<file path="src/sba_page_div.sv">
// ---------------------------------------------------------------------------
// sba_page_div
// Repeated-subtract divider: splits a slot into page index and slot in page.
// ---------------------------------------------------------------------------
`default_nettype none

module sba_page_div #(
    parameter int DW = 12,
    parameter int VW = 10,
    parameter int QW = 3
) (
    input  wire logic          clk,
    input  wire logic          rst_n,
    input  wire logic          start,
    input  wire logic [DW-1:0] dividend,
    input  wire logic [VW-1:0] divisor,
    output logic               done,
    output logic      [QW-1:0] quotient,
    output logic      [DW-1:0] remainder
);

    localparam int MW = (DW > VW) ? DW : VW;

    logic          busy_reg;
    logic          done_reg;
    logic [DW-1:0] rem_reg;
    logic [VW-1:0] div_reg;
    logic [QW-1:0] q_reg;
    logic          ge;

    assign ge        = MW'(rem_reg) >= MW'(div_reg);
    assign done      = done_reg;
    assign quotient  = q_reg;
    assign remainder = rem_reg;

    always_ff @(posedge clk or negedge rst_n)
    begin
        if (!rst_n)
        begin
            busy_reg <= 1'b0;
            done_reg <= 1'b0;
        end
        else
        begin
            done_reg <= 1'b0;
            if (start)
            begin
                busy_reg <= 1'b1;
            end
            else if (busy_reg && !ge)
            begin
                busy_reg <= 1'b0;
                done_reg <= 1'b1;
            end
        end
    end

    always_ff @(posedge clk)
    begin
        if (start)
        begin
            rem_reg <= dividend;
            div_reg <= divisor;
            q_reg   <= '0;
        end
        else if (busy_reg && ge)
        begin
            rem_reg <= DW'(MW'(rem_reg) - MW'(div_reg));
            q_reg   <= q_reg + 1'b1;
        end
    end

endmodule

`default_nettype wire

</file>
<file path="config.mk">
export PLATFORM = sky130hd
export DESIGN_NAME = sba_page_div
export DESIGN_NICKNAME = d
export VERILOG_FILES = /design/src/sba_page_div.sv
export SDC_FILE = /design/constraint.sdc
export NUM_CORES = 1
export LEC_CHECK = 0
export BUFFER_PORTS_ARGS = -buffer_cell sky130_fd_sc_hd__buf_2
export CAP_MARGIN = 20
export CORE_MARGIN = 2
export CORE_UTILIZATION = 52
export DETAILED_ROUTE_END_ITERATION = 8
export GPL_TIMING_DRIVEN = 1
export HOLD_SLACK_MARGIN = 0.05
export PLACE_DENSITY = 0.88
export SLEW_MARGIN = 20
export SYNTH_ARGS = -nofsm -noshare
export SYNTH_HDL_FRONTEND = slang
export SYNTH_SLANG_ARGS = --single-unit
</file>
<file path="constraint.sdc">
create_clock -name clk -period 3.7 [get_ports clk]
set_clock_uncertainty 0.15 [all_clocks]
set_input_delay 0.74 -clock clk [delete_from_list [all_inputs] [get_ports clk]]
set_output_delay 0.74 -clock clk [all_outputs]
set_load 0.01 [all_outputs]
</file>
# Yosys cells after proc, flatten, opt, wreduce, memory -nomap -nowiden
# Index checks and enable logic that the tools add are counted.
# totals
reg_bits	27
out_inout_bits	16
wordCells	19
# classes
n_addsub	2
n_lt_le_gt_ge	1
muxes	6
n_reduce_logical	5
# ops
op	n
2-to-1 mux 12 bit	2
>= comparator 12 x 10 -> 1 bit	1
subtractor 12 x 10 -> 12 bit	1
2-to-1 mux 1 bit	4
nonzero test 2 bit	2
adder 3 x 1 -> 3 bit (second input constant)	1
logical AND 1 bit	2
logical NOT 1 bit	1

# Depth between registers and ports, before layout
# logic_depth
depth_word	5
depth_mapped	9
mapped_depth_nobuf	9

# Worst setup path before layout
# Ideal clock, no wire load.
# synth_path
path_kind	reg2reg
start	reg rem_reg[0] (netlist: remainder[0])
end	reg rem_reg[0] (netlist: remainder[0]) (enable)
setup_ns	0.345
arrival_time_ns	2.201
slack_ns	1.004
path_stages_with_launch	9
n_path_buf	0
period_less_slack_ns	2.696
path_cell_list	edfxtp_1 -> inv_1 -> ha_1 -> inv_1 -> fa_1 -> a211oi_2 -> o22ai_1 -> a311oi_4 -> o21ai_1
# synth_via
elab_chain_len	3
# synth_lines
element	line	source
from (decl)	26	logic [DW-1:0] rem_reg;
from (signal assigned)	62	rem_reg <= dividend;
from (signal assigned)	68	rem_reg <= DW'(MW'(rem_reg) - MW'(div_reg));
>= comparator 12 x 10 -> 1 bit	31	assign ge = MW'(rem_reg) >= MW'(div_reg);
logical AND 1 bit	66	else if (busy_reg && ge)
nonzero test 2 bit (no source line)	-	
# Every way passes these cells.
# A chain may end at the register's enable or synchronous reset.

# Worst setup path after layout
# layout_path
start	reg rem_reg[0] (netlist: remainder[0])
end	reg rem_reg[1] (netlist: remainder[1]) (enable)
# The elaborated chain is that of the path after synthesis.

==> flow_metrics.env <==
export IMPL_outcome="complete, no violations"
export IMPL_fin_ws_ns=0.920
export IMPL_grt_pass1_vias=1310
export IMPL_crit_path_start_kind="flop"
export IMPL_drt_wl_total_um=3290
export IMPL_utilization_pct=65.3
export IMPL_gr_total_overflow=0
export IMPL_internal_power_mw=0.821
export IMPL_syn_nets=183
export IMPL_io_pins=41
export IMPL_slew_headroom_pct=53.7
export IMPL_switching_share_pct=42.4
export IMPL_ant_nets=0
export IMPL_critical_path_class="flop to flop"
export IMPL_grt_max_degree=32
export IMPL_cp_top_family="compound AO/OA/AOI/OAI gates"
export IMPL_place_congestion=0.869
export IMPL_cts_buffers=3
export IMPL_max_slew_worst_pin_slew_ns=0.694
export IMPL_antenna_found_initial=0
export IMPL_dp_slack_ns=0.718
export IMPL_finalHoldViolations=0
export IMPL_netlist_area_um2=1540
export IMPL_drc=0
export IMPL_slew_violations=0
export IMPL_fmax_mhz=360
export IMPL_multi_input_area_um2=706
export IMPL_fin_crit_sh_pct=75.1
export IMPL_ir_drop_uv=603
export IMPL_period_minus_slack_ns=2.78
export IMPL_p_per_area_nw_per_um2=785
export IMPL_yosys_warnings=0
export IMPL_synth_edf_count=22
export IMPL_path_cells="inv_1, ha_1, inv_1, fa_1, a211oi_2, o22ai_1, a311oi_4, o21ai_2"
export IMPL_syn_avg_cell_area_um2=10.5
export IMPL_r2r_end="remainder[1]$_DFFE_PP_"
export IMPL_die_width_um=58.4
export IMPL_placed_cells=216
export IMPL_grt_pass1_wl_um=5540
export IMPL_cts_root_buf="clkbuf_4"
export IMPL_floorplan_initialDensity_pct=55.4
export IMPL_groute_usage_overall_pct=21.4
export IMPL_cp_data_required_time_ns=3.59
export IMPL_synth_cell_types=39
export IMPL_worstSetupPathDepth=8
export IMPL_cp_slowest_cell="a311oi_4"
export IMPL_antenna_diode_count=0
export IMPL_hold_path_class="flop to flop"
export IMPL_cp_arrival_ns=2.67
export IMPL_hpwl_um=2580
export IMPL_maxCapViolCount=0
export IMPL_clk_pin_slew_worst_paths_ns=0.14
export IMPL_largest_reg_flops=12
export IMPL_syn_inst=146
export IMPL_r2r_cells=8
export IMPL_die_h_um=58.4
export IMPL_setup_violations_final=0
export IMPL_clock_path_buffers=2
export IMPL_p_leak_nw=0.820
export IMPL_pwr_share_comb_pct=54.3
export IMPL_rsz0062_at_grt="no"
export IMPL_worst_path_buf_inv=2
export IMPL_hold_ws_ns=0.371
export IMPL_cp_end_kind="flop"
export IMPL_p_sw_mw=0.604
export IMPL_seqPwrFrac_pct=36.5
export IMPL_wl_per_cell_um=14.9
export IMPL_h_tree_depth=1
export IMPL_cpPeakStageDelay_ns=0.46
export IMPL_crit_top_cell="inv_1"
export IMPL_register_area_um2=771
export IMPL_final_nets=228
export IMPL_reg2reg_slack_ns=0.92
export IMPL_tns_ns=0
export IMPL_ctsResizeCount=0
export IMPL_dr_pass1_iters=4
export IMPL_ys_async_sr_fraction_pct=7.41
export IMPL_critical_path_startpoint="remainder[0]$_DFFE_PP_"
export IMPL_num_vias=1279
export IMPL_syn_to_final_growth_pct=18.0
export IMPL_crit_fanout=12
export IMPL_dominantRegCellSynth="edfxtp_1"
export IMPL_std_cell_rows=19
export IMPL_ys_ff_latch=27
export IMPL_cts_tree="built"
export IMPL_routed_via_density=5.79
export IMPL_detail_route_iter0_violations=45
export IMPL_drive_above_1_share_pct=28.4
export IMPL_clock_latency_ns=0.34
export IMPL_die_area_um2=3410
export IMPL_reg2reg_from="remainder[0]$_DFFE_PP_"
export IMPL_fillerInstances=226
export IMPL_cts_sinks=27
export IMPL_clkPwrFrac_pct=9.2
export IMPL_portBuffers=40
export IMPL_endpoint="remainder[1]$_DFFE_PP_"
export IMPL_yosysSeqAreaShare_pct=50.0
export IMPL_coreArea_um2=2780
export IMPL_layout_cells_non_filler=221
-- placed cells by master (no fill, tap or decap), types with 3 or more instances in the layout --
cell type,netlist,final
o21ai_1,8,7
a21oi_1,9,9
inv_1,15,15
a31oi_1,3,3
dfxtp_1,3,3
buf_2,0,40
nand2_1,15,15
clkbuf_4,0,3
edfxtp_1,22,22
a311oi_1,3,3
nor2_1,7,7
o21ai_0,12,12
ha_1,11,11
xnor2_1,3,3
-- worst reg2reg max path, stage by stage (launching register included) --
cell      delay (ns)
edfxtp_1        0.41
inv_1           0.07
ha_1            0.15
inv_1           0.05
fa_1            0.43
a211oi_2        0.29
o22ai_1         0.17
a311oi_4        0.46
o21ai_2         0.30
-- layout make-up --
class                      count  share of cell area, %
clock buffer                   3                   1.24
clock inverter                 1                  0.275
inverter                      15                   3.10
multi-input combinational    102                   38.8
sequential                    27                   42.4
tap                           31                   2.13
timing repair buffer          42                   12.0
-- worst min-delay path by stage --
stage	startpoint	endpoint	slack [ns]	cells after the start
CTS	quotient[1]$_SDFFE_PP0P_	quotient[1]$_SDFFE_PP0P_	0.37	2
detailed placement	quotient[1]$_SDFFE_PP0P_	quotient[1]$_SDFFE_PP0P_	0.35	2
global route	quotient[1]$_SDFFE_PP0P_	quotient[1]$_SDFFE_PP0P_	0.39	2
floorplan	rst_n	busy_reg$_DFFE_PN0P_	0.29	0
finish	quotient[1]$_SDFFE_PP0P_	quotient[1]$_SDFFE_PP0P_	0.37	2
global placement	quotient[2]$_SDFFE_PP0P_	quotient[2]$_SDFFE_PP0P_	0.33	2
-- Yosys cell counts (2+ instances only) --
cell	n	share of area, %
nor2_1	7	1.7
edfxtp_1	22	43
a211oi_1	2	0.97
or3_1	2	0.81
inv_1	15	3.7
nand2_1	15	3.7
a21oi_1	9	2.9
ha_1	11	8.9
dfrtp_1	2	3.2
a21o_1	2	0.97
a311oi_1	3	1.7
o21ai_1	8	2.6
nand3_1	2	0.65
dfxtp_1	3	3.9
a31oi_1	3	1.2
xnor2_1	3	1.7
xor2_1	2	1.1
and2_1	2	0.81
o21ai_0	12	3.9
nand4_1	2	0.81
-- through the flow --
stage | instance area [um^2] | total power, mW
finish | 1820 | 1.43
global route | 1820 | 1.54
CTS | 1810 | 1.42
detailed placement | 1780 | 1.29
global placement | 1780 | 1.25
floorplan | 1540 | 1.07
-- routing by layer --
metal,up-vias,global-route usage [%],share of wire [%]
li1,626,-,-
met1,594,24.3,39
met2,50,38.2,52
met3,9,3.74,6.5
met4,0,11.0,2.6
met5,-,0,0
-- power groups by stage --
stage	Combinational [mW]	Sequential, mW	Clock (mW)
after floorplan	0.506	0.561	0
after global placement	0.728	0.517	0
after detailed placement	0.762	0.528	0
after CTS	0.769	0.521	0.134
after global routing	0.866	0.531	0.142
final	0.775	0.520	0.131
-- repair_timing --
item                      in CTS  in global routing
setup buffers                  0                  0
hold endpoints to repair       2                  0
hold buffers                   1                  0
-- kinds of logic (layout without fill, tap and decap cells) --
kind of cell	count (synthesis)	after routing	synth area share, %
adders and majority gates	12	12	10.2
DFF	27	27	50.0
buffers and inverters	17	61	4.39
and+or+nand+nor	36	36	11.5
muxes	1	1	0.731
AOI/OAI and AO/OA	48	48	20.3
xor gates and xnor gates	5	5	2.84
Power figures use the tool's default switching activity.
